$ cat src/design/ctb_pkg.sv
package ctb_pkg;

	// Default build of the bank
	localparam int CTB_TIMER_COUNT  = 16;
	localparam int CTB_TICKS_PER_MS = 1;

	// Fixed unit ratios
	localparam int CTB_MS_PER_TENTH       = 100;
	localparam int CTB_TENTHS_PER_SECOND  = 10;
	localparam int CTB_SECONDS_PER_MINUTE = 60;

	// Field widths
	localparam int CTB_MAX_TIMERS = 16;
	localparam int CTB_VALUE_W    = 16;
	localparam int CTB_TICKS_W    = 32;
	localparam int CTB_UNIT_W     = 2;

	typedef enum logic [2:0] {
		CMD_TICK    = 3'd0,
		CMD_START   = 3'd1,
		CMD_STOP    = 3'd2,
		CMD_PAUSE   = 3'd3,
		CMD_GET     = 3'd4,
		CMD_SET     = 3'd5,
		CMD_COLLECT = 3'd6,
		CMD_NOP     = 3'd7
	} ctb_cmd_t;

	typedef enum logic [1:0] {
		ST_OK          = 2'd0,
		ST_BAD_INDEX   = 2'd1,
		ST_BAD_BASE    = 2'd2,
		ST_NOT_RUNNING = 2'd3
	} ctb_status_t;

	typedef enum logic [1:0] {
		UNIT_MS     = 2'd0,
		UNIT_TENTH  = 2'd1,
		UNIT_SECOND = 2'd2,
		UNIT_MINUTE = 2'd3
	} ctb_unit_t;

	typedef enum logic [2:0] {
		S_IDLE,
		S_EXEC,
		S_MUL,
		S_WRITE,
		S_DIV,
		S_SWEEP,
		S_DONE
	} ctb_state_t;

	typedef struct packed {
		ctb_cmd_t                 cmd;
		logic [3:0]               timer_index;
		logic [CTB_VALUE_W-1:0]   value;
		logic [2:0]               time_base;
		logic                     pause_mode;
	} ctb_in_t;

	typedef struct packed {
		ctb_status_t              status;
		logic [CTB_VALUE_W-1:0]   value_out;
		logic [CTB_MAX_TIMERS-1:0] expired_mask;
	} ctb_out_t;

endpackage

$ cat src/design/ctb_ram.sv
module ctb_ram #(
	parameter int WIDTH = 34,
	parameter int DEPTH = 16
) (
	input  logic                  clk,
	input  logic                  we,
	input  logic [((DEPTH > 1) ? $clog2(DEPTH) : 1)-1:0] waddr,
	input  logic [WIDTH-1:0]      wdata,
	input  logic [((DEPTH > 1) ? $clog2(DEPTH) : 1)-1:0] raddr,
	output logic [WIDTH-1:0]      rdata
);

	logic [WIDTH-1:0] mem [DEPTH];

	// One write port, one registered read port
	always_ff @(posedge clk) begin
		if (we) begin
			mem[waddr] <= wdata;
		end
		rdata <= mem[raddr];
	end

endmodule

$ cat src/design/countdown_timer_bank.sv
// State sequence: stop, pause, collect, unused codes and rejected commands go from exec to done;
// start and set go through exec, multiply, write and done; get goes through exec, divide and done
// (reciprocal multiply in two halves); tick sweeps the timer memory, one timer read-modify-write
// per cycle, then goes to done. One command at a time; the next is taken in the cycle after the
// result moves to the output register.
// Reset clears flags, per-entry valid bits and handshakes at once; no clearing pass is needed,
// an entry not yet written reads as a stopped timer.
module countdown_timer_bank
	import ctb_pkg::*;
#(
	parameter int TIMER_COUNT  = CTB_TIMER_COUNT,
	parameter int TICKS_PER_MS = CTB_TICKS_PER_MS
) (
	input  logic     clk,
	input  logic     arst_n,
	input  logic     cmd_valid,
	output logic     cmd_ready,
	input  ctb_in_t  cmd_data,
	output logic     rsp_valid,
	input  logic     rsp_ready,
	output ctb_out_t rsp_data
);

	localparam int AW = (TIMER_COUNT > 1) ? $clog2(TIMER_COUNT) : 1;
	localparam int CW = $clog2(TIMER_COUNT + 1);
	localparam longint U_MS     = TICKS_PER_MS;
	localparam longint U_TENTH  = U_MS * CTB_MS_PER_TENTH;
	localparam longint U_SECOND = U_TENTH * CTB_TENTHS_PER_SECOND;
	localparam longint U_MINUTE = U_SECOND * CTB_SECONDS_PER_MINUTE;
	localparam int UW = $clog2(U_MINUTE + 1);
	localparam int PW = (CTB_VALUE_W + UW > CTB_TICKS_W) ? CTB_VALUE_W + UW : CTB_TICKS_W + 1;
	localparam int EW = CTB_UNIT_W + CTB_TICKS_W;

	// Reciprocal constants: quotient = (ticks * M) >> (32 + L), exact for 32-bit ticks
	localparam int MW  = CTB_TICKS_W + 1;
	localparam int PPW = CTB_VALUE_W + MW;
	localparam int QW  = CTB_TICKS_W + MW;
	localparam int L_MS     = $clog2(U_MS);
	localparam int L_TENTH  = $clog2(U_TENTH);
	localparam int L_SECOND = $clog2(U_SECOND);
	localparam int L_MINUTE = $clog2(U_MINUTE);
	localparam longint M_MS     = ((longint'(1) << (CTB_TICKS_W + L_MS)) + U_MS - 1) / U_MS;
	localparam longint M_TENTH  =
		((longint'(1) << (CTB_TICKS_W + L_TENTH)) + U_TENTH - 1) / U_TENTH;
	localparam longint M_SECOND =
		((longint'(1) << (CTB_TICKS_W + L_SECOND)) + U_SECOND - 1) / U_SECOND;
	localparam longint M_MINUTE =
		((longint'(1) << (CTB_TICKS_W + L_MINUTE)) + U_MINUTE - 1) / U_MINUTE;

	// Tick count of one unit
	function automatic logic [UW-1:0] unit_ticks(input ctb_unit_t u);
		logic [UW-1:0] r;
		unique case (u)
			UNIT_MS:     r = UW'(U_MS);
			UNIT_TENTH:  r = UW'(U_TENTH);
			UNIT_SECOND: r = UW'(U_SECOND);
			UNIT_MINUTE: r = UW'(U_MINUTE);
			default:     r = UW'(U_MS);
		endcase
		return r;
	endfunction

	// Reciprocal multiplier of one unit
	function automatic logic [MW-1:0] recip(input ctb_unit_t u);
		logic [MW-1:0] r;
		unique case (u)
			UNIT_MS:     r = MW'(M_MS);
			UNIT_TENTH:  r = MW'(M_TENTH);
			UNIT_SECOND: r = MW'(M_SECOND);
			UNIT_MINUTE: r = MW'(M_MINUTE);
			default:     r = MW'(M_MS);
		endcase
		return r;
	endfunction

	// Quotient from the full reciprocal product
	function automatic logic [CTB_TICKS_W-1:0] recip_quo(input logic [QW-1:0] p,
			input ctb_unit_t u);
		logic [CTB_TICKS_W-1:0] r;
		unique case (u)
			UNIT_MS:     r = CTB_TICKS_W'(p >> (CTB_TICKS_W + L_MS));
			UNIT_TENTH:  r = CTB_TICKS_W'(p >> (CTB_TICKS_W + L_TENTH));
			UNIT_SECOND: r = CTB_TICKS_W'(p >> (CTB_TICKS_W + L_SECOND));
			UNIT_MINUTE: r = CTB_TICKS_W'(p >> (CTB_TICKS_W + L_MINUTE));
			default:     r = CTB_TICKS_W'(p >> (CTB_TICKS_W + L_MS));
		endcase
		return r;
	endfunction

	ctb_state_t state_q, state_d;
	ctb_in_t    item_q;

	logic [TIMER_COUNT-1:0] valid_q;
	logic [TIMER_COUNT-1:0] pend_q;
	logic [TIMER_COUNT-1:0] pause_q;

	logic          vld_s1;
	logic          sw_vld_s1;
	logic [AW-1:0] sw_idx_s1;
	logic [CW-1:0] cnt_q;

	ctb_unit_t                 unit_q;
	logic [PW-1:0]             prod_q;
	logic [CTB_TICKS_W-1:0]    dvd_q;
	logic [QW-1:0]             acc_q;
	logic                      step_q;
	ctb_status_t               status_q;
	logic [CTB_MAX_TIMERS-1:0] mask_q;

	logic     rsp_valid_q;
	ctb_out_t rsp_q;

	logic          ram_we;
	logic [AW-1:0] ram_waddr;
	logic [EW-1:0] ram_wdata;
	logic [AW-1:0] ram_raddr;
	logic [EW-1:0] ram_rdata;

	logic [EW-1:0]          entry;
	logic [CTB_TICKS_W-1:0] e_ticks;
	ctb_unit_t              e_unit;
	logic                   idx_ok;
	logic [AW-1:0]          idx_a;
	logic                   running;
	logic                   sw_run;
	logic [CTB_TICKS_W-1:0] sat_ticks;
	logic [CTB_VALUE_W-1:0] div_half;
	logic [PPW-1:0]         pp;
	logic [CTB_TICKS_W-1:0] quo;
	logic [CTB_VALUE_W-1:0] get_val;
	logic                   ld_rsp;

	// Timer memory: {unit, remaining ticks}
	ctb_ram #(
		.WIDTH (EW),
		.DEPTH (TIMER_COUNT)
	) u_ram (
		.clk   (clk),
		.we    (ram_we),
		.waddr (ram_waddr),
		.wdata (ram_wdata),
		.raddr (ram_raddr),
		.rdata (ram_rdata)
	);

	// Read address: the addressed timer on a transfer, the sweep counter otherwise.
	// Writes never happen in idle, so a read never meets a write to the same entry.
	assign ram_raddr = (state_q == S_IDLE) ? cmd_data.timer_index[AW-1:0] : cnt_q[AW-1:0];

	// Entry never written reads as a stopped timer
	assign entry   = vld_s1 ? ram_rdata : '0;
	assign e_ticks = entry[CTB_TICKS_W-1:0];
	assign e_unit  = ctb_unit_t'(entry[EW-1:CTB_TICKS_W]);
	assign idx_ok  = 32'(item_q.timer_index) < TIMER_COUNT;
	assign idx_a   = item_q.timer_index[AW-1:0];
	assign running = (e_ticks != '0);
	assign sw_run  = sw_vld_s1 && running && !pause_q[sw_idx_s1];

	// Saturate the scaled duration to 32 bits
	assign sat_ticks = (|prod_q[PW-1:CTB_TICKS_W]) ? '1 : prod_q[CTB_TICKS_W-1:0];

	// Reciprocal multiply, low half of the ticks first, then the high half
	assign div_half = step_q ? dvd_q[CTB_TICKS_W-1:CTB_VALUE_W] : dvd_q[CTB_VALUE_W-1:0];
	assign pp       = PPW'(div_half) * PPW'(recip(unit_q));
	assign quo      = recip_quo(acc_q, unit_q);

	assign get_val = (|quo[CTB_TICKS_W-1:CTB_VALUE_W]) ? '1 : quo[CTB_VALUE_W-1:0];

	// Next state and memory write control
	always_comb begin
		state_d   = state_q;
		cmd_ready = 1'b0;
		ram_we    = 1'b0;
		ram_waddr = idx_a;
		ram_wdata = '0;
		ld_rsp    = 1'b0;
		unique case (state_q)
			S_IDLE: begin
				cmd_ready = 1'b1;
				if (cmd_valid) begin
					state_d = (cmd_data.cmd == CMD_TICK) ? S_SWEEP : S_EXEC;
				end
			end
			S_EXEC: begin
				state_d = S_DONE;
				unique case (item_q.cmd)
					CMD_START: begin
						if (idx_ok && item_q.time_base <= 3'(UNIT_MINUTE)) begin
							state_d = S_MUL;
						end
					end
					CMD_STOP: begin
						ram_we = idx_ok;
					end
					CMD_GET: begin
						if (idx_ok && running) begin
							state_d = S_DIV;
						end
					end
					CMD_SET: begin
						if (idx_ok && running) begin
							state_d = S_MUL;
						end
					end
					default: ;
				endcase
			end
			S_MUL: begin
				state_d = S_WRITE;
			end
			S_WRITE: begin
				ram_we    = 1'b1;
				ram_wdata = {unit_q, sat_ticks};
				state_d   = S_DONE;
			end
			S_DIV: begin
				if (step_q) begin
					state_d = S_DONE;
				end
			end
			S_SWEEP: begin
				if (sw_run) begin
					ram_we    = 1'b1;
					ram_waddr = sw_idx_s1;
					ram_wdata = {e_unit, e_ticks - 1'b1};
				end
				if (cnt_q == CW'(TIMER_COUNT) && !sw_vld_s1) begin
					state_d = S_DONE;
				end
			end
			S_DONE: begin
				if (!rsp_valid_q || rsp_ready) begin
					ld_rsp  = 1'b1;
					state_d = S_IDLE;
				end
			end
			default: state_d = S_IDLE;
		endcase
	end

	always_ff @(posedge clk or negedge arst_n) begin
		if (!arst_n) begin
			state_q <= S_IDLE;
		end else begin
			state_q <= state_d;
		end
	end

	// Control state: flags, valid bits, sweep pipeline, result handshake
	always_ff @(posedge clk or negedge arst_n) begin
		if (!arst_n) begin
			valid_q     <= '0;
			pend_q      <= '0;
			pause_q     <= '0;
			sw_vld_s1   <= 1'b0;
			cnt_q       <= '0;
			rsp_valid_q <= 1'b0;
		end else begin
			if (ram_we) begin
				valid_q[ram_waddr] <= 1'b1;
			end
			sw_vld_s1 <= (state_q == S_SWEEP) && (cnt_q != CW'(TIMER_COUNT));
			if (state_q == S_IDLE) begin
				cnt_q <= '0;
			end else if (state_q == S_SWEEP && cnt_q != CW'(TIMER_COUNT)) begin
				cnt_q <= cnt_q + 1'b1;
			end
			// Expiry on the tick that brings a timer to zero
			if (state_q == S_SWEEP && sw_run && e_ticks == CTB_TICKS_W'(1)) begin
				pend_q[sw_idx_s1] <= 1'b1;
			end
			if (state_q == S_EXEC && idx_ok) begin
				if (item_q.cmd == CMD_STOP) begin
					pend_q[idx_a] <= 1'b0;
				end
				if (item_q.cmd == CMD_PAUSE) begin
					pause_q[idx_a] <= item_q.pause_mode;
				end
			end
			if (state_q == S_EXEC && item_q.cmd == CMD_COLLECT) begin
				pend_q <= '0;
			end
			if (ld_rsp) begin
				rsp_valid_q <= 1'b1;
			end else if (rsp_ready) begin
				rsp_valid_q <= 1'b0;
			end
		end
	end

	// Datapath registers
	always_ff @(posedge clk) begin
		vld_s1    <= valid_q[ram_raddr];
		sw_idx_s1 <= cnt_q[AW-1:0];
		unique case (state_q)
			S_IDLE: begin
				if (cmd_valid) begin
					item_q   <= cmd_data;
					status_q <= ST_OK;
					mask_q   <= '0;
				end
			end
			S_EXEC: begin
				unique case (item_q.cmd)
					CMD_START: begin
						if (!idx_ok) begin
							status_q <= ST_BAD_INDEX;
						end else if (item_q.time_base > 3'(UNIT_MINUTE)) begin
							status_q <= ST_BAD_BASE;
						end
						unit_q <= ctb_unit_t'(item_q.time_base[CTB_UNIT_W-1:0]);
					end
					CMD_STOP, CMD_PAUSE: begin
						if (!idx_ok) begin
							status_q <= ST_BAD_INDEX;
						end
					end
					CMD_GET, CMD_SET: begin
						if (!idx_ok) begin
							status_q <= ST_BAD_INDEX;
						end else if (!running) begin
							status_q <= ST_NOT_RUNNING;
						end
						unit_q <= e_unit;
						dvd_q  <= e_ticks;
						step_q <= 1'b0;
					end
					CMD_COLLECT: begin
						mask_q <= CTB_MAX_TIMERS'(pend_q);
					end
					default: ;
				endcase
			end
			S_MUL: begin
				prod_q <= PW'(item_q.value) * PW'(unit_ticks(unit_q));
			end
			S_DIV: begin
				if (!step_q) begin
					acc_q <= QW'(pp);
				end else begin
					acc_q <= acc_q + (QW'(pp) << CTB_VALUE_W);
				end
				step_q <= 1'b1;
			end
			S_SWEEP: begin
				if (sw_run && e_ticks == CTB_TICKS_W'(1)) begin
					mask_q[sw_idx_s1] <= 1'b1;
				end
			end
			default: ;
		endcase
		if (ld_rsp) begin
			rsp_q.status       <= status_q;
			rsp_q.value_out    <= (item_q.cmd == CMD_GET && status_q == ST_OK) ? get_val : '0;
			rsp_q.expired_mask <= mask_q;
		end
	end

	assign rsp_valid = rsp_valid_q;
	assign rsp_data  = rsp_q;

	// Memory writes only away from idle, so reads issued on a transfer see settled data
	a_no_write_idle: assert property (@(posedge clk) disable iff (!arst_n)
		ram_we |-> state_q != S_IDLE)
		else $error("timer memory written while idle");

	// One command in flight
	a_one_cmd: assert property (@(posedge clk) disable iff (!arst_n)
		(cmd_valid && cmd_ready) |=> !cmd_ready)
		else $error("second command taken while busy");

	// Writes stay inside the bank
	a_write_range: assert property (@(posedge clk) disable iff (!arst_n)
		ram_we |-> 32'(ram_waddr) < TIMER_COUNT)
		else $error("timer write beyond bank");

	// Pending flags are only raised by the tick sweep
	a_pend_rise: assert property (@(posedge clk) disable iff (!arst_n)
		(|(pend_q & ~$past(pend_q))) |-> $past(state_q) == S_SWEEP)
		else $error("pending flag raised outside tick sweep");

endmodule
$ cat config.mk
export PLATFORM = sky130hd
export DESIGN_NAME = countdown_timer_bank
export DESIGN_NICKNAME = d
export VERILOG_FILES = /design/src/design/ctb_pkg.sv /design/src/design/ctb_ram.sv /design/src/design/countdown_timer_bank.sv
export SDC_FILE = /design/constraint.sdc
export NUM_CORES = 2
export LEC_CHECK = 0
export ABC_AREA = 1
export BUFFER_PORTS_ARGS = -buffer_cell sky130_fd_sc_hd__buf_2
export CORE_ASPECT_RATIO = 1.25
export CORE_MARGIN = 10
export CORE_UTILIZATION = 60
export CTS_CLUSTER_SIZE = 28
export DETAILED_ROUTE_END_ITERATION = 16
export HOLD_SLACK_MARGIN = 0.15
export PLACE_DENSITY = 0.74
export SLEW_MARGIN = 10
export SYNTH_ARGS = -nofsm -noshare
export SYNTH_HDL_FRONTEND = slang
export SYNTH_SLANG_ARGS = --single-unit
export TNS_END_PERCENT = 50
$ cat constraint.sdc
create_clock -name clk -period 11.6 [get_ports clk]
set_input_delay 0 -clock clk [delete_from_list [all_inputs] [get_ports clk]]
set_output_delay 0 -clock clk [all_outputs]
set_load 0.02 [all_outputs]
==> impl_metrics.env <==
export IMPL_num_vias=43500
export IMPL_cts_root_buffer="clkbuf_16"
export IMPL_clk_latency_ns=0.68
export IMPL_yosys_warnings=0
export IMPL_fmax_mhz=98.0
export IMPL_ctsLongestPathBuffers=3
export IMPL_die_w_um=298
export IMPL_cts_tree="done"
export IMPL_worstHoldStart="rsp_ready"
export IMPL_setup_ws_ns=1.39
export IMPL_wl_per_cell_um=23.2
export IMPL_ys_ff_latch=836
export IMPL_synth_top_area_share=0.384
export IMPL_coreArea_mm2=0.0958
export IMPL_port_buffers=66
export IMPL_setup_tns_ns=0
export IMPL_cts_setup_buffers=0
export IMPL_rr_endpoint="acc_q[53]"
export IMPL_period_needed_ns=10.21
export IMPL_drc=0
export IMPL_drive_gt1_frac=0.0635
export IMPL_final_net_count=6940
export IMPL_r2r_slack_ns=1.39
export IMPL_syn_nets=6838
export IMPL_row_count=127
export IMPL_ys_flop_type="edfxtp_1"
export IMPL_dieArea_mm2=0.109
export IMPL_clk_pin_slew_worst_paths_ns=0.07
export IMPL_cts_made_buffers=82
export IMPL_finalSetupViolations=0
export IMPL_diodes=0
export IMPL_r2r_start="unit_q[0]"
export IMPL_avgSynthCellArea_um2=9.73
export IMPL_layout_commonest_cell="inv_1"
export IMPL_synthTopCellsByArea="edfxtp_1 38%, fa_1 15%, ha_1 9.0%"
export IMPL_place_hpwl_um=122000
export IMPL_relSlewSlack=0.179
export IMPL_drv_cap=0
export IMPL_via_per_inst=5.87
export IMPL_worst_pin_slew_ns=1.22
export IMPL_place_gp_congestion=0.997
export IMPL_grt_max_degree=105
export IMPL_arrival_ns=10.63
export IMPL_hold_depth=5
export IMPL_fp_dieH_um=367
export IMPL_crit_fanout=18
export IMPL_post_place_ws_ns=1.65
export IMPL_synthCells=5944
export IMPL_crit_family="adder cells"
export IMPL_max_stage_delay_ns=0.74
export IMPL_synth_edf_count=739
export IMPL_hp_class="in2reg"
export IMPL_drt_initial_drc_count=4322
export IMPL_routed_wl_um=172000
export IMPL_fin_worst_skew_ns=0.0337
export IMPL_r2r_cells=36
export IMPL_rsz0062_at_grt="false"
export IMPL_ant_nets=0
export IMPL_crit_path_end_kind="flip-flop"
export IMPL_cp_start_kind="flip-flop"
export IMPL_crit_required_ns=12.02
export IMPL_synthDistinctLibCells=54
export IMPL_grt_pass1_wl_um=260000
export IMPL_initial_utilization=0.603
export IMPL_crit_top_cell="nand2_1"
export IMPL_cts_repair_resized=0
export IMPL_htreeDepth=3
export IMPL_hold_viol=0
export IMPL_status="finished, final reports clean"
export IMPL_path_buf_inv=7
export IMPL_cts_sinks=836
export IMPL_slowest_stage="ha_1"
export IMPL_synth_area_leader_cell="edfxtp_1"
export IMPL_maxSlewViolCount=0
export IMPL_boundaryPins=67
export IMPL_synthToLayoutAreaGrowth_pct=9.33
export IMPL_ys_seq_area_frac=0.422
export IMPL_hold_path_end="rsp_valid"
export IMPL_grt_pass1_vias=43800
export IMPL_holdBufCountCts=58
export IMPL_grt_use_total=0.311
export IMPL_postLayoutCoreUtil=0.660
export IMPL_critPathKind="reg2reg"
export IMPL_grt_overflow_total=0
export IMPL_synth_area_mm2=0.0578
export IMPL_final_cell_mix="1052 x inv_1, 850 x nand2_1, 739 x edfxtp_1"
export IMPL_drt_first_pass_iters=7
export IMPL_antenna_found_initial=1
export IMPL_period_share=0.880
export IMPL_async_flop_share=0.0694
## sequential cells by signal (all words and copies together), names as in the netlist, 2 cells and up
register     cells
u_ram.mem      544
acc_q           49
rsp_data        34
u_ram.rdata     34
dvd_q           32
prod_q          32
item_q          23
mask_q          16
pause_q         16
pend_q          16
valid_q         16
cnt_q            5
idx_a            4
sw_idx_s1        4
state_q          3
status_q         2
unit_q           2
## logic make-up (layout without fill, tap and decap cells)
| kind of cell | after synthesis | count (layout) | share of synthesized area |
|---|---|---|---|
| simple gates | 1918 | 1918 | 0.137 |
| buf+inv | 1253 | 1424 | 0.0827 |
| fa+ha+maj | 863 | 863 | 0.245 |
| mux | 1 | 1 | 0.000173 |
| flops | 836 | 836 | 0.422 |
| xor+xnor | 98 | 98 | 0.0148 |
| compound gates | 975 | 975 | 0.0983 |
## how the worst max path moves through the flow
| stage | endpoint | startpoint | slack, ns | cells past startpoint |
|---|---|---|---|---|
| 3_3_place_gp | acc_q[53] | unit_q[0] | 1.60 | 38 |
| 4_1_cts | acc_q[53] | unit_q[0] | 1.62 | 38 |
| 2_1_floorplan | acc_q[55] | unit_q[1] | 3.65 | 42 |
| 5_1_grt | acc_q[53] | unit_q[0] | 0.98 | 38 |
| 3_5_place_dp | acc_q[59] | unit_q[0] | 1.65 | 37 |
| 6_report | acc_q[53] | unit_q[0] | 1.39 | 36 |
## synth_stat cells, types with 7 or more instances
library cell / n
inv_1: 1055
nand2_1: 850
edfxtp_1: 739
nor2_1: 717
o21ai_0: 475
fa_1: 447
ha_1: 416
a21oi_1: 188
nand3_1: 169
clkbuf_1: 142
o221ai_1: 105
xor2_1: 68
dfrtp_1: 58
nand4_1: 52
o211ai_1: 42
o22ai_1: 41
dfxtp_1: 39
nor3_1: 34
xnor2_1: 30
o21bai_1: 28
or2_2: 24
a31oi_1: 23
o21ai_1: 21
and2_1: 18
buf_2: 17
buf_1: 14
inv_2: 14
nand2_2: 13
o21a_1: 13
nor4_1: 12
a21o_1: 11
a21oi_2: 10
nand3b_1: 9
buf_6: 7
## worst reg2reg max path: cells and delay by family (launching register included)
kind,cells,cell delay [ns]
and+or+nand+nor,19,3.33
DFF,1,0.41
xor gates and xnor gates,1,0.42
buffers and inverters,7,1.15
adders and majority gates,9,4.66
## routing by layer
layer / global-route usage / share of wire / up-vias
met3: 0.0442 / 0.072 / 499
met5: 0 / 0 / -
met2: 0.528 / 0.49 / 1984
met1: 0.383 / 0.38 / 21200
li1: - / - / 19800
met4: 0.167 / 0.059 / 0
## layout make-up
type | count | area (um2)
clock buffer | 105 | 2280
clock inverter | 48 | 557
fill | 7612 | 32600
inverter | 1072 | 4030
multi-input combinational | 3855 | 28800
sequential | 836 | 24400
tap | 1290 | 1610
timing repair buffer | 199 | 1470
## stage by stage
step | hold slack [ns] | instances | cell area, um2
2_1_floorplan | -0.296 | 5944 | 57800
3_3_place_gp | 0.177 | 7194 | 59800
3_5_place_dp | 0.178 | 7194 | 59800
4_1_cts | 0.162 | 7405 | 63200
5_1_grt | 0.289 | 7405 | 63200
6_report | 0.257 | 7405 | 63200
Power is left out: the tool's default activity adds up to more than one toggle a clock period on the data nets, which glitch-free logic cannot reach.
